<file path="config.mk">
export PLATFORM = sky130hd
export DESIGN_NAME = ir_aircon_frame_sender_top
export DESIGN_NICKNAME = d
export VERILOG_FILES = /design/src/hdl/irac_pkg.sv /design/src/hdl/irac_symbol_decode.sv /design/src/hdl/ir_aircon_frame_sender_top.sv
export SDC_FILE = /design/constraint.sdc
export NUM_CORES = 1
export LEC_CHECK = 0
export ABC_CLOCK_PERIOD_IN_PS = 11900
export BUFFER_PORTS_ARGS = -buffer_cell sky130_fd_sc_hd__buf_2
export CAP_MARGIN = 0
export CORE_MARGIN = 1.5
export CORE_UTILIZATION = 65
export DETAILED_ROUTE_END_ITERATION = 6
export MAX_ROUTING_LAYER = met4
export PLACE_DENSITY = 0.92
export SETUP_SLACK_MARGIN = 0.1
export SYNTH_ARGS = -nofsm -noshare
export SYNTH_HDL_FRONTEND = slang
export SYNTH_SLANG_ARGS = --single-unit
</file>
<file path="constraint.sdc">
create_clock -name clk -period 11.9 [get_ports clk]
set_input_delay 1.19 -clock clk [delete_from_list [all_inputs] [get_ports clk]]
set_output_delay 1.19 -clock clk [all_outputs]
set_load 0.01 [all_outputs]
</file>
<file path="src/hdl/irac_pkg.sv">
// Shared types, constants and symbol tables of the IR air conditioner frame sender.
package irac_pkg;

    // Frame geometry and temperature range
    localparam logic [7:0] FRAME_SYMBOLS = 8'd199;
    localparam logic [7:0] WORD_LEN      = 8'd99;
    localparam logic [4:0] MIN_TEMP      = 5'd17;
    localparam logic [4:0] MAX_TEMP      = 5'd30;
    localparam logic [3:0] NUM_TEMPS     = 4'd14;

    // Symbol kinds, each with a programmable length
    typedef enum logic [1:0] {
        SYM_GAP   = 2'd0,
        SYM_HEAD  = 2'd1,
        SYM_LONG  = 2'd2,
        SYM_SHORT = 2'd3
    } sym_t;

    // Configuration register indexes
    typedef enum logic [1:0] {
        REG_GAP    = 2'd0,
        REG_HEADER = 2'd1,
        REG_LONG   = 2'd2,
        REG_SHORT  = 2'd3
    } cfg_addr_t;

    // Programmed symbol lengths in microseconds
    typedef struct packed {
        logic [15:0] gap;
        logic [15:0] header;
        logic [15:0] long_len;
        logic [15:0] short_len;
    } durations_t;

    // Symbol lookup result
    typedef struct packed {
        logic        at_end;
        logic [15:0] duration;
    } decode_t;

    // First temperature slot: bit j set means symbol j of the slot is long
    function automatic logic [6:0] first_slot(logic [3:0] t);
        logic [6:0] bits;
        case (t)
            4'd1:    bits = 7'b1000000;
            4'd2:    bits = 7'b1010000;
            4'd3:    bits = 7'b0010000;
            4'd4:    bits = 7'b0010100;
            4'd5:    bits = 7'b1010100;
            4'd6:    bits = 7'b1000100;
            4'd7:    bits = 7'b0000100;
            4'd8:    bits = 7'b0000101;
            4'd9:    bits = 7'b1000101;
            4'd10:   bits = 7'b1000001;
            4'd11:   bits = 7'b0000001;
            4'd12:   bits = 7'b0010001;
            4'd13:   bits = 7'b1010001;
            default: bits = 7'b0000000;
        endcase
        return bits;
    endfunction

    // Second temperature slot, same coding
    function automatic logic [6:0] second_slot(logic [3:0] t);
        logic [6:0] bits;
        case (t)
            4'd1:    bits = 7'b0010101;
            4'd2:    bits = 7'b0000101;
            4'd3:    bits = 7'b1000101;
            4'd4:    bits = 7'b1000001;
            4'd5:    bits = 7'b0000001;
            4'd6:    bits = 7'b0010001;
            4'd7:    bits = 7'b1010001;
            4'd8:    bits = 7'b1010000;
            4'd9:    bits = 7'b0010000;
            4'd10:   bits = 7'b0010100;
            4'd11:   bits = 7'b1010100;
            4'd12:   bits = 7'b1000100;
            4'd13:   bits = 7'b0000100;
            default: bits = 7'b1010101;
        endcase
        return bits;
    endfunction

    // Symbol k of the 99-symbol word
    function automatic sym_t word_symbol(logic [6:0] k, logic off, logic [3:0] t);
        logic [6:0] first_bits;
        logic [6:0] second_bits;
        logic [6:0] rel_first;
        logic [6:0] rel_second;
        logic       is_long;
        sym_t       s;
        first_bits  = first_slot(t);
        second_bits = second_slot(t);
        rel_first   = k - 7'd67;
        rel_second  = k - 7'd83;
        is_long     = 1'b0;
        if (k < 7'd35) begin
            case (k) inside
                7'd3, 7'd7, 7'd9, 7'd15, 7'd21, 7'd27, 7'd29, 7'd33: is_long = 1'b1;
                default: is_long = 1'b0;
            endcase
        end
        else if (k < 7'd40) begin
            is_long = off ? (k == 7'd37 || k == 7'd39) : (k == 7'd35 || k == 7'd39);
        end
        else if (k < 7'd45) begin
            is_long = (k == 7'd41 || k == 7'd43);
        end
        else if (k < 7'd54) begin
            is_long = off ? (k == 7'd47 || k == 7'd49 || k == 7'd51)
                          : (k == 7'd45 || k == 7'd47 || k == 7'd49 || k == 7'd53);
        end
        else if (k < 7'd60) begin
            is_long = 1'b0;
        end
        else if (k < 7'd74) begin
            if (off) begin
                is_long = (k == 7'd61 || k == 7'd67 || k == 7'd69 || k == 7'd71);
            end
            else begin
                is_long = (k >= 7'd67) ? first_bits[rel_first[2:0]] : 1'b0;
            end
        end
        else if (k < 7'd83) begin
            is_long = 1'b0;
        end
        else if (k < 7'd90) begin
            is_long = off ? (k == 7'd89) : second_bits[rel_second[2:0]];
        end
        else if (k < 7'd99) begin
            // tail alternates short and long
            is_long = k[0];
        end
        if (k < 7'd2) begin
            s = SYM_HEAD;
        end
        else begin
            s = is_long ? SYM_LONG : SYM_SHORT;
        end
        return s;
    endfunction

endpackage

</file>
<file path="src/hdl/irac_symbol_decode.sv">
// Symbol lookup: frame position to symbol length, with end-of-frame flag.
module irac_symbol_decode (
    input  logic [7:0]           position,
    input  logic                 frame_off,
    input  logic [3:0]           temp_index,
    input  irac_pkg::durations_t durations,
    output irac_pkg::decode_t    result
);

    irac_pkg::sym_t kind;
    logic [7:0]     second_pos;

    // Map the frame position onto the word or the gap
    always_comb
    begin
        second_pos = position - (irac_pkg::WORD_LEN + 8'd1);
        if (position < irac_pkg::WORD_LEN) begin
            kind = irac_pkg::word_symbol(position[6:0], frame_off, temp_index);
        end
        else if (position == irac_pkg::WORD_LEN) begin
            kind = irac_pkg::SYM_GAP;
        end
        else begin
            kind = irac_pkg::word_symbol(second_pos[6:0], frame_off, temp_index);
        end
    end

    // Pick the programmed length for the symbol kind
    always_comb
    begin
        result.at_end = (position >= irac_pkg::FRAME_SYMBOLS);
        unique case (kind)
            irac_pkg::SYM_GAP:   result.duration = durations.gap;
            irac_pkg::SYM_HEAD:  result.duration = durations.header;
            irac_pkg::SYM_LONG:  result.duration = durations.long_len;
            irac_pkg::SYM_SHORT: result.duration = durations.short_len;
            default:             result.duration = durations.short_len;
        endcase
    end

endmodule

</file>
<file path="src/hdl/ir_aircon_frame_sender_top.sv">
// Top level of the IR air conditioner frame sender: command, timing and result register.
//
// Each input transfer (a 1 us tick or a send command) gives one registered result transfer,
// and a new item is taken every cycle while the result register drains and no skip runs. A
// command for 17..30 degrees or off, taken while idle, starts a 199-symbol frame; ticks
// count the current symbol down and step to the next. Symbols programmed to zero length are
// skipped by a sequencer that advances one frame position per cycle, holding s_tready low
// meanwhile. Configuration writes are accepted every cycle and affect symbols loaded
// afterwards.
module ir_aircon_frame_sender_top (
    input  logic        clk,
    input  logic        rst_n,
    input  logic        s_tvalid,
    output logic        s_tready,
    input  logic [15:0] s_tdata,   // temperature[6:0], emitter[7], unit_running[8], zeros
    input  logic        s_tuser,   // action
    output logic        m_tvalid,
    input  logic        m_tready,
    output logic [15:0] m_tdata,   // carrier_enable_a[0], carrier_enable_b[1], busy_res[2],
                                   // command_accepted[3], reported_setting[9:4], zeros
    input  logic        cfg_valid,
    output logic        cfg_ready,
    input  logic [1:0]  cfg_addr,
    input  logic [15:0] cfg_data
);

    irac_pkg::durations_t durations_reg;
    irac_pkg::decode_t    dec;

    logic             sending_reg, sending_next;
    logic [7:0]       pos_reg, pos_next;
    logic [15:0]      time_left_reg, time_left_next;
    logic             off_reg, off_next;
    logic [3:0]       tidx_reg, tidx_next;
    logic             emit_reg, emit_next;
    logic [1:0][4:0]  stored_reg, stored_next;
    logic             pend_reg, pend_next;
    logic             pend_unit_reg, pend_unit_next;
    logic             pend_run_reg, pend_run_next;
    logic             pend_acc_reg, pend_acc_next;
    logic             m_tvalid_reg, m_tvalid_next;
    logic [15:0]      m_tdata_reg, m_tdata_next;

    logic             in_fire;
    logic [6:0]       in_temp;
    logic             temp_ok;
    logic             cmd_start;
    logic             tick_count;
    logic             load_req;
    logic [7:0]       load_pos;
    logic             skip;
    logic             result_done;
    logic             cur_unit, cur_run, cur_acc;
    logic             mark;
    logic [4:0]       setting;
    logic [4:0]       unit_setting;
    logic [5:0]       rep;

    assign cfg_ready = 1'b1;
    assign s_tready  = !pend_reg && (!m_tvalid_reg || m_tready);
    assign in_fire   = s_tvalid && s_tready;
    assign m_tvalid  = m_tvalid_reg;
    assign m_tdata   = m_tdata_reg;
    assign in_temp   = s_tdata[6:0];
    assign temp_ok   = (in_temp == 7'd0) ||
                       (in_temp >= 7'(irac_pkg::MIN_TEMP) && in_temp <= 7'(irac_pkg::MAX_TEMP));

    // Look up the symbol being loaded
    irac_symbol_decode u_decode (
        .position   (load_pos),
        .frame_off  (off_next),
        .temp_index (tidx_next),
        .durations  (durations_reg),
        .result     (dec)
    );

    // Hold the programmed lengths
    always_ff @(posedge clk or negedge rst_n)
    begin
        if (!rst_n) begin
            durations_reg.gap       <= 16'd5300;
            durations_reg.header    <= 16'd4400;
            durations_reg.long_len  <= 16'd1660;
            durations_reg.short_len <= 16'd550;
        end
        else if (cfg_valid && cfg_ready) begin
            unique case (irac_pkg::cfg_addr_t'(cfg_addr))
                irac_pkg::REG_GAP:    durations_reg.gap       <= cfg_data;
                irac_pkg::REG_HEADER: durations_reg.header    <= cfg_data;
                irac_pkg::REG_LONG:   durations_reg.long_len  <= cfg_data;
                irac_pkg::REG_SHORT:  durations_reg.short_len <= cfg_data;
                default:              durations_reg.gap       <= durations_reg.gap;
            endcase
        end
    end

    // Take a command or a tick and pick the frame position to load
    always_comb
    begin
        off_next       = off_reg;
        tidx_next      = tidx_reg;
        emit_next      = emit_reg;
        pend_unit_next = pend_unit_reg;
        pend_run_next  = pend_run_reg;
        pend_acc_next  = pend_acc_reg;
        cmd_start      = 1'b0;
        tick_count     = 1'b0;
        load_req       = 1'b0;
        load_pos       = pos_reg;

        if (pend_reg) begin
            // carry on skipping zero-length symbols
            load_req = 1'b1;
        end
        else if (in_fire) begin
            pend_unit_next = s_tdata[7];
            pend_run_next  = s_tdata[8];
            pend_acc_next  = 1'b0;
            if (s_tuser) begin
                if (!sending_reg && temp_ok) begin
                    pend_acc_next = 1'b1;
                    cmd_start     = 1'b1;
                    off_next      = (in_temp == 7'd0);
                    tidx_next     = (in_temp == 7'd0) ? 4'd0
                                    : 4'(in_temp - 7'(irac_pkg::MIN_TEMP));
                    emit_next     = s_tdata[7];
                    load_req      = 1'b1;
                    load_pos      = 8'd0;
                end
            end
            else if (sending_reg) begin
                if (time_left_reg > 16'd1) begin
                    tick_count = 1'b1;
                end
                else begin
                    load_req = 1'b1;
                    load_pos = pos_reg + 8'd1;
                end
            end
        end
    end

    // Load the symbol, skip a zero length or close the frame
    always_comb
    begin
        sending_next   = sending_reg || cmd_start;
        pos_next       = pos_reg;
        time_left_next = tick_count ? (time_left_reg - 16'd1) : time_left_reg;
        stored_next    = stored_reg;
        skip           = 1'b0;

        setting = off_next ? 5'd0 : 5'(tidx_next + 4'(0)) + irac_pkg::MIN_TEMP;

        if (load_req) begin
            if (dec.at_end) begin
                // frame complete: record the unit's setting
                sending_next           = 1'b0;
                time_left_next         = 16'd0;
                pos_next               = load_pos;
                stored_next[emit_next] = setting;
            end
            else if (dec.duration != 16'd0) begin
                pos_next       = load_pos;
                time_left_next = dec.duration;
            end
            else begin
                pos_next = load_pos + 8'd1;
                skip     = 1'b1;
            end
        end
    end

    assign pend_next   = skip;
    assign result_done = (in_fire || pend_reg) && !skip;

    // Build the result from the updated state
    always_comb
    begin
        cur_unit     = pend_reg ? pend_unit_reg : s_tdata[7];
        cur_run      = pend_reg ? pend_run_reg  : s_tdata[8];
        cur_acc      = pend_acc_next;
        mark         = sending_next && !pos_next[0];
        unit_setting = stored_next[cur_unit];
        if (!cur_run) begin
            rep = 6'd0;
        end
        else if (unit_setting != 5'd0) begin
            rep = {1'b0, unit_setting};
        end
        else begin
            rep = 6'h3F;
        end
        m_tdata_next = {6'd0, rep, cur_acc, sending_next,
                        mark && emit_next, mark && !emit_next};
        if (result_done) begin
            m_tvalid_next = 1'b1;
        end
        else if (m_tready) begin
            m_tvalid_next = 1'b0;
        end
        else begin
            m_tvalid_next = m_tvalid_reg;
        end
    end

    // Advance the frame state
    always_ff @(posedge clk or negedge rst_n)
    begin
        if (!rst_n) begin
            sending_reg   <= 1'b0;
            pos_reg       <= 8'd0;
            time_left_reg <= 16'd0;
            off_reg       <= 1'b0;
            tidx_reg      <= 4'd0;
            emit_reg      <= 1'b0;
            stored_reg    <= '0;
            pend_reg      <= 1'b0;
            m_tvalid_reg  <= 1'b0;
        end
        else begin
            sending_reg   <= sending_next;
            pos_reg       <= pos_next;
            time_left_reg <= time_left_next;
            off_reg       <= off_next;
            tidx_reg      <= tidx_next;
            emit_reg      <= emit_next;
            stored_reg    <= stored_next;
            pend_reg      <= pend_next;
            m_tvalid_reg  <= m_tvalid_next;
        end
    end

    // Hold the item fields and the result payload
    always_ff @(posedge clk)
    begin
        pend_unit_reg <= pend_unit_next;
        pend_run_reg  <= pend_run_next;
        pend_acc_reg  <= pend_acc_next;
        if (result_done) begin
            m_tdata_reg <= m_tdata_next;
        end
    end

    // A skip sequence only runs while the result register is empty
    assert property (@(posedge clk) disable iff (!rst_n) pend_reg |-> !m_tvalid_reg)
        else $error("skip sequence running with a result waiting");

    // An idle sender has no symbol time left
    assert property (@(posedge clk) disable iff (!rst_n) !sending_reg |-> time_left_reg == 16'd0)
        else $error("time left while idle");

    // A loaded symbol always lies inside the frame
    assert property (@(posedge clk) disable iff (!rst_n)
        (sending_reg && !pend_reg) |-> (pos_reg < irac_pkg::FRAME_SYMBOLS))
        else $error("symbol position past the frame");

    // Only one emitter drives its carrier at a time
    assert property (@(posedge clk) disable iff (!rst_n)
        m_tvalid |-> !(m_tdata[0] && m_tdata[1]))
        else $error("both carriers enabled");

endmodule

</file>
==> out/metrics.cfg, run 1 <==
[global_route]
grt_max_degree=76
grt_pass1_vias=7020
grt_antenna_before_repair=0
track_usage_pct=36.6
overflow=0
grt_pass1_wl_um=35600

[timing]
fin_crit_sh_pct=73.5
maxSlewViolCount=0
setup-violations-final=0
fmax_mhz=114
worst_pin_slew_ps=1010
whs_ps=489
clock_skew_ps=9.70
slew-limit-headroom_pct=32.8
hold_viol=0
layout_min_cycle_time_ps=8750
fin_setup_tns_ps=0
rsz0062_at_grt=no

[min_path]
hp-start=stored_reg[0]
holdCritPathClass=reg -> reg
whs_path_depth=2
hold_end=stored_reg[0]

[setup_path]
reg2reg_from=time_left_reg[10]
cp_data_arrival_time_ps=8870
reg2reg_depth=21
r2r_slack_ps=3480
cp-start-kind=input pin
cp_max_fo=15
cp-end-kind=register
crit_type=in -> reg
required_ps=12010
r2r-end=m_tdata[1]

[clocking]
numCtsBuffers=17
clk_path_buf_depth=2
clk_pin_slew_ps=60
htree_levels=4
cts_resized=0
numClockSinks=120
cts_tree=built
holdBufCountCts=0
cts_setup_buffers=0
ctsRootBufferMaster=clkbuf_16
clock_latency_ps=410

[place]
routabilityCongestion=0.974
dpl.hpwl_um=14900
port_buffers=44

[layout]
largest_reg_flops=64
areaGrowthSynthToFinish_pct=11.4
num-fill-cells=757
layout.nets=899
drive_gt1_share_pct=24.6
antenna_cells=0

[run_status]
status=finished clean

[floorplanning]
core_sq_um=11600
fp.dieW_um=113
dieArea_sq_um=12700
die_h_um=113
rows=39
floorplan.initialDensity_pct=67.7
ios=59

[synth]
yosys.cell_types.count=87
yosysWarnings=0
ys_seq_elements=120
yosysSeqAreaShare_pct=39.4
avgSynthCellArea_sq_um=9.71
synth_area_sq_um=7830
synth_edf_count=12
syn_inst=806
async_flop_share_pct=89.2
netlist_top_cells_count=dfrtp_1, mux2_2, nor2_1
synth-main-ff-cell=dfrtp_1
synth_top_cell_area_share_pct=27.5
synth.most_common_cell=dfrtp_1
synth_top_area_cell=dfrtp_1
yosys-top-cells-area=dfrtp_1, mux2_2, dfstp_2

[job]
max_cap_viol_count=0

[drt]
dr.pass1.iters=6
drc=0
wl_um=22300
drtAntennaViolNets=0
wl_per_cell_um=22.4
drt_iter0_markers=992
via_per_inst=7.22
vias=7170

[pwr]
p_total_mw=2.27
irDropWorstVdd_mv=0.204
p_leak_nw=3.52
power_density_nw_per_um2=260

==> per-layer routing <==
layer	global-route usage [%]	wire, um	vias to the layer above
met2	59.6	10900	505
met3	7.82	2050	97
met5	-	0	-
met1	43.8	8430	3467
li1	-	-	3101
met4	17.1	847	0
==> worst max-delay path, stage by stage <==
cell and delay, ps:
buf_2 130, inv_1 110, ha_1 170, or4b_2 600
nor2_1 210, o21ai_2 210, a21oi_2 610, inv_1 320
ha_1 430, inv_1 150, nand2_1 110, nor3_1 50
o21ai_0 300, a311oi_1 150, nor3_1 190, a211oi_1 100
o31ai_1 730, and4_1 840, mux2_2 420, a221oi_1 410
nand3_1 320, or3_4 560, nor2_1 270, nor2_1 250
==> layout by cell type, fill, tap and decap left out, types with 9 or more instances in the layout <==
cell / netlist / routed
a211oi_1: 12 / 12
a21oi_1: 35 / 34
a31oi_1: 9 / 9
buf_2: 5 / 43
clkbuf_16: 0 / 18
dfrtp_1: 86 / 86
dfstp_2: 21 / 21
edfxtp_1: 12 / 12
ha_1: 22 / 22
inv_1: 22 / 22
mux2_2: 78 / 78
mux2i_1: 22 / 22
nand2_1: 63 / 63
nand3_1: 15 / 15
nand4_1: 9 / 9
nor2_1: 70 / 70
nor3_1: 24 / 24
nor4_1: 16 / 16
o21ai_0: 41 / 41
o31ai_1: 11 / 11
or3_1: 14 / 14
xnor2_1: 21 / 21
==> kinds of logic after synthesis <==
family	after synthesis	share of synthesized area, %
AOI/OAI and AO/OA	205	18.9
xor gates and xnor gates	27	3.12
adders and majority gates	22	3.52
buffers and inverters	68	3.87
DFF	120	39.4
muxes	101	14.2
other	2	0.0960
and+or+nand+nor	261	16.9
==> layout make-up <==
cell class	count	area (sq um)	share of cell area, %
clock buffer	19	454	5.21
tap	143	179	2.05
inverter	24	90.1	1.03
clock inverter	13	169	1.94
timing repair buffer	51	275	3.16
sequential	120	3080	35.4
multi-input combinational	623	4470	51.2
==> where the power goes <==
group          switching [mW]  leakage, nW  internal, mW
Combinational           0.738         1.82         0.395
Sequential             0.0835         1.40         0.514
Clock                   0.194        0.297         0.344
Total                    1.02         3.52          1.25
==> through the flow <==
step	std cells	util, %	setup WS, ps	area, sq um
2_1_floorplan	811	-	4990	7840
3_3_place_gp	961	70.0	3230	8090
3_5_place_dp	961	70.0	3030	8090
4_1_cts	993	75.4	3360	8720
5_1_grt	993	75.4	2860	8720
6_report	993	75.4	3150	8720
==> worst max-delay path by stage <==
stage / startpoint / end / slack [ps] / cells past startpoint
2_1_floorplan: s_tdata[0] / m_tdata[0] / 4990 / 24
3_3_place_gp: s_tdata[0] / m_tdata[4] / 3230 / 24
3_5_place_dp: s_tdata[0] / m_tdata[0] / 3030 / 24
4_1_cts: s_tdata[0] / m_tdata[1] / 3360 / 24
5_1_grt: s_tdata[1] / m_tdata[1] / 2860 / 24
6_report: s_tdata[0] / m_tdata[1] / 3150 / 24
No activity file was read; power rests on OpenSTA's default activity.
==> inputs of run 2 (changes only) <==
--- a/config.mk
+++ b/config.mk
@@ -5,14 +5,15 @@
 export SDC_FILE = /design/constraint.sdc
 export NUM_CORES = 1
 export LEC_CHECK = 0
-export ABC_CLOCK_PERIOD_IN_PS = 11900
+export ABC_AREA = 1
+export ABC_CLOCK_PERIOD_IN_PS = 9010
 export BUFFER_PORTS_ARGS = -buffer_cell sky130_fd_sc_hd__buf_2
 export CAP_MARGIN = 0
 export CORE_MARGIN = 1.5
-export CORE_UTILIZATION = 65
+export CORE_UTILIZATION = 61
 export DETAILED_ROUTE_END_ITERATION = 6
 export MAX_ROUTING_LAYER = met4
-export PLACE_DENSITY = 0.92
+export PLACE_DENSITY = 0.88
 export SETUP_SLACK_MARGIN = 0.1
 export SYNTH_ARGS = -nofsm -noshare
 export SYNTH_HDL_FRONTEND = slang
==> constraint.sdc (replaced) <==
create_clock -name clk -period 9.01 [get_ports clk]
set_input_delay 0.901 -clock clk [delete_from_list [all_inputs] [get_ports clk]]
set_output_delay 0.901 -clock clk [all_outputs]
set_load 0.01 [all_outputs]
==> run 2 against run 1 <==
Effect of this change:
- core utilization shrank 5.4 points
- sequential power is 22% higher
- critical path type unchanged
- flip-flop and latch count is the same
- critical path depth is 13 higher
- area after synthesis increased by 3.1%
- sequential share of layout area decreased by 0.87 points
- routed wire length shrank 11%
- worst setup slack got worse by 630 ps
- design area increased by 2.5%
- die area increased by 9.6%
==> out/metrics.cfg, run 2 <==
[run_status]
status=finished clean  ; unchanged

[global_route]
overflow=0  ; unchanged
grt_max_degree=75  ; was 76
track_usage_pct=30.0  ; was 36.6%
grt_antenna_before_repair=0  ; unchanged
grt_pass1_vias=7167  ; was 7,020
grt_pass1_wl_um=33200  ; was 35,600 um

[setup_path]
crit_family=simple AND/OR/NAND/NOR gates  ; unchanged
cp_data_arrival_time_ps=6620  ; was 8870 ps
required_ps=9140  ; was 12,010 ps
max_stage_delay_ps=600  ; was 840 ps
crit_type=in -> reg  ; unchanged
cp_common_cell=nand2_1
cp-end-kind=register  ; unchanged
crit_slowest_cell=a21oi_4  ; was and4_1
cp-start-kind=input pin  ; unchanged
worst-path-buf-inv=8  ; was 4
cp_max_fo=25  ; was 15

[drt]
vias=7810  ; was 7,170
dr.pass1.iters=7  ; was 6
wl_per_cell_um=14.7  ; was 22.4 um
drt_iter0_markers=715  ; was 992
drc=0  ; unchanged
drtAntennaViolNets=0  ; unchanged
via_per_inst=5.78  ; was 7.22
wl_um=19800  ; was 22,300 um

[synth]
synth_fa_ha_area_share_pct=3.41  ; was 3.52%
async_flop_share_pct=89.2  ; unchanged
netlist_top_cells_count=nand2_1, inv_1, o21ai_0  ; was dfrtp_1, mux2_2, nor2_1
yosys-top-cells-area=dfrtp_1, nand2_1, dfstp_2  ; was dfrtp_1, mux2_2, dfstp_2
synth_top_family_by_area=simple AND/OR/NAND/NOR gates  ; was compound AO/OA/AOI/OAI gates
yosys.cell_types.count=52  ; was 87
synthMuxAreaShare_pct=0.124  ; was 14.2%
ys_seq_elements=120  ; unchanged
avgSynthCellArea_sq_um=7.06  ; was 9.71 sq um
synth_area_sq_um=8070  ; was 7830 sq um
yosysWarnings=0  ; unchanged
synth_compound_area_share_pct=13.1  ; was 18.9%
synth_top_area_cell=dfrtp_1  ; unchanged
synth-main-ff-cell=dfrtp_1  ; unchanged
synth.most_common_cell=nand2_1  ; was dfrtp_1
yosysSeqAreaShare_pct=38.2  ; was 39.4%
synth_top_cell_area_share_pct=26.7  ; was 27.5%
synthSimpleGateAreaFrac_pct=33.9  ; was 16.9%
synthXorXnorAreaFrac_pct=1.84  ; was 3.12%
syn_inst=1143  ; was 806
synth_edf_count=12  ; unchanged

[pwr]
irDropWorstVdd_mv=0.189  ; was 0.204 mV
power_density_nw_per_um2=245  ; was 260 nW/um^2
p_leak_nw=4.51  ; was 3.52 nW

[floorplanning]
fp.dieW_um=118  ; was 113 um
dieArea_sq_um=13900  ; was 12,700 sq um
core_sq_um=12800  ; was 11,600 sq um
die_h_um=118  ; was 113 um
ios=59  ; unchanged
rows=41  ; was 39
floorplan.initialDensity_pct=63.2  ; was 67.7%

[layout]
final_cell_mix=nand2_1, inv_1, o21ai_0  ; was dfrtp_1, mux2_2, nor2_1
drive_gt1_share_pct=14.6  ; was 24.6%
multi_input_area_sq_um=4260  ; was 4470 sq um
num-fill-cells=981  ; was 757
final_common_cell=nand2_1  ; was dfrtp_1
areaGrowthSynthToFinish_pct=10.7  ; was 11.4%
layout.nets=1228  ; was 899
antenna_cells=0  ; unchanged
regArea_sq_um=3080  ; unchanged
largest_reg_flops=64  ; unchanged

[timing]
whs_ps=418  ; was 489 ps
setup-violations-final=0  ; unchanged
layout_min_cycle_time_ps=6490
worst_pin_slew_ps=1220  ; was 1010 ps
rsz0062_at_grt=no  ; unchanged
slew-limit-headroom_pct=18.2  ; was 32.8%
hold_viol=0  ; unchanged
maxSlewViolCount=0  ; unchanged
clock_skew_ps=12.1  ; was 9.70 ps
fmax_mhz=154
fin_setup_tns_ps=0  ; unchanged
fin_ws_ps=2520  ; was 3150 ps
fin_crit_sh_pct=72.1

[clocking]
cts_resized=0  ; unchanged
clk_pin_slew_ps=50  ; was 60 ps
cts_tree=built  ; unchanged
clk_path_buf_depth=2  ; unchanged
ctsRootBufferMaster=clkbuf_16  ; unchanged
cts_setup_buffers=0  ; unchanged
numCtsBuffers=17  ; unchanged
holdBufCountCts=0  ; unchanged
htree_levels=4  ; unchanged
numClockSinks=120  ; unchanged
clock_latency_ps=430  ; was 410 ps

[place]
routabilityCongestion=0.956  ; was 0.974
dp_slack_ps=2260  ; was 3030 ps
port_buffers=44  ; unchanged
dpl.hpwl_um=13400  ; was 14,900 um

[min_path]
holdCritPathClass=in -> async  ; was reg -> reg

[job]
max_cap_viol_count=0  ; unchanged

run 2: worst register-to-register path, delay by kind of cell (launching register included):
kind / cells / cell delay [ps]
AO/OA/AOI/OAI: 5 / 1190
adder cells (fa/ha/maj): 1 / 330
buffers and inverters: 6 / 720
flip-flops: 1 / 500
AND/OR/NAND/NOR: 23 / 3380
run 2: cell type report:
cell class                 count  share of cell area, %
multi-input combinational    852                   47.7
timing repair buffer          48                   2.83
tap                          172                   2.41
clock inverter                11                   1.86
inverter                     127                   5.33
sequential                   120                   34.5
clock buffer                  21                   5.39
run 2: final timing paths:
path                          startpoint                 to  slack (ps)  cells after the start
hold reg to reg            stored_reg[3]      stored_reg[3]         470                      2
setup / recovery                m_tready         m_tdata[0]        2520                     37
setup reg to reg                pend_reg         m_tdata[0]        2600                     35
hold / removal                     rst_n           m_tvalid         420                      1
min in group clk           stored_reg[3]      stored_reg[3]         470                      2
max in group asynchronous          rst_n  durations_reg[10]        7350                      2
run 2: kinds of logic after synthesis:
family | Yosys count
and+or+nand+nor | 612
muxes | 1
adders and majority gates | 22
DFF | 120
xor gates and xnor gates | 17
other | 2
buffers and inverters | 176
AOI/OAI and AO/OA | 193
run 2: metrics by stage:
stage	power, mW	instances	instance area (sq um)	util, %
after global placement	1.40	1319	8290	64.9
after global routing	2.31	1351	8940	70.0
after CTS	2.17	1351	8940	70.0
after floorplan	1.26	1148	8090	-
final	2.19	1351	8940	70.0
after detailed placement	1.43	1319	8290	64.9
run 2: report_power, final:
| part | switching, mW | leakage, nW | internal (mW) |
|---|---|---|---|
| logic | 0.493 | 2.75 | 0.229 |
| clock network | 0.242 | 0.322 | 0.493 |
| registers | 0.0715 | 1.45 | 0.658 |
run 2: layer usage:
metal | part of all wire (%) | up-vias | GRT usage, % | routed length [um]
met3 | 6.7 | 46 | 6.01 | 1330
met2 | 49 | 329 | 49.3 | 9690
li1 | - | 3785 | - | -
met4 | 2.3 | 0 | 11.1 | 465
met5 | 0 | - | - | 0
met1 | 42 | 3650 | 36.9 | 8340
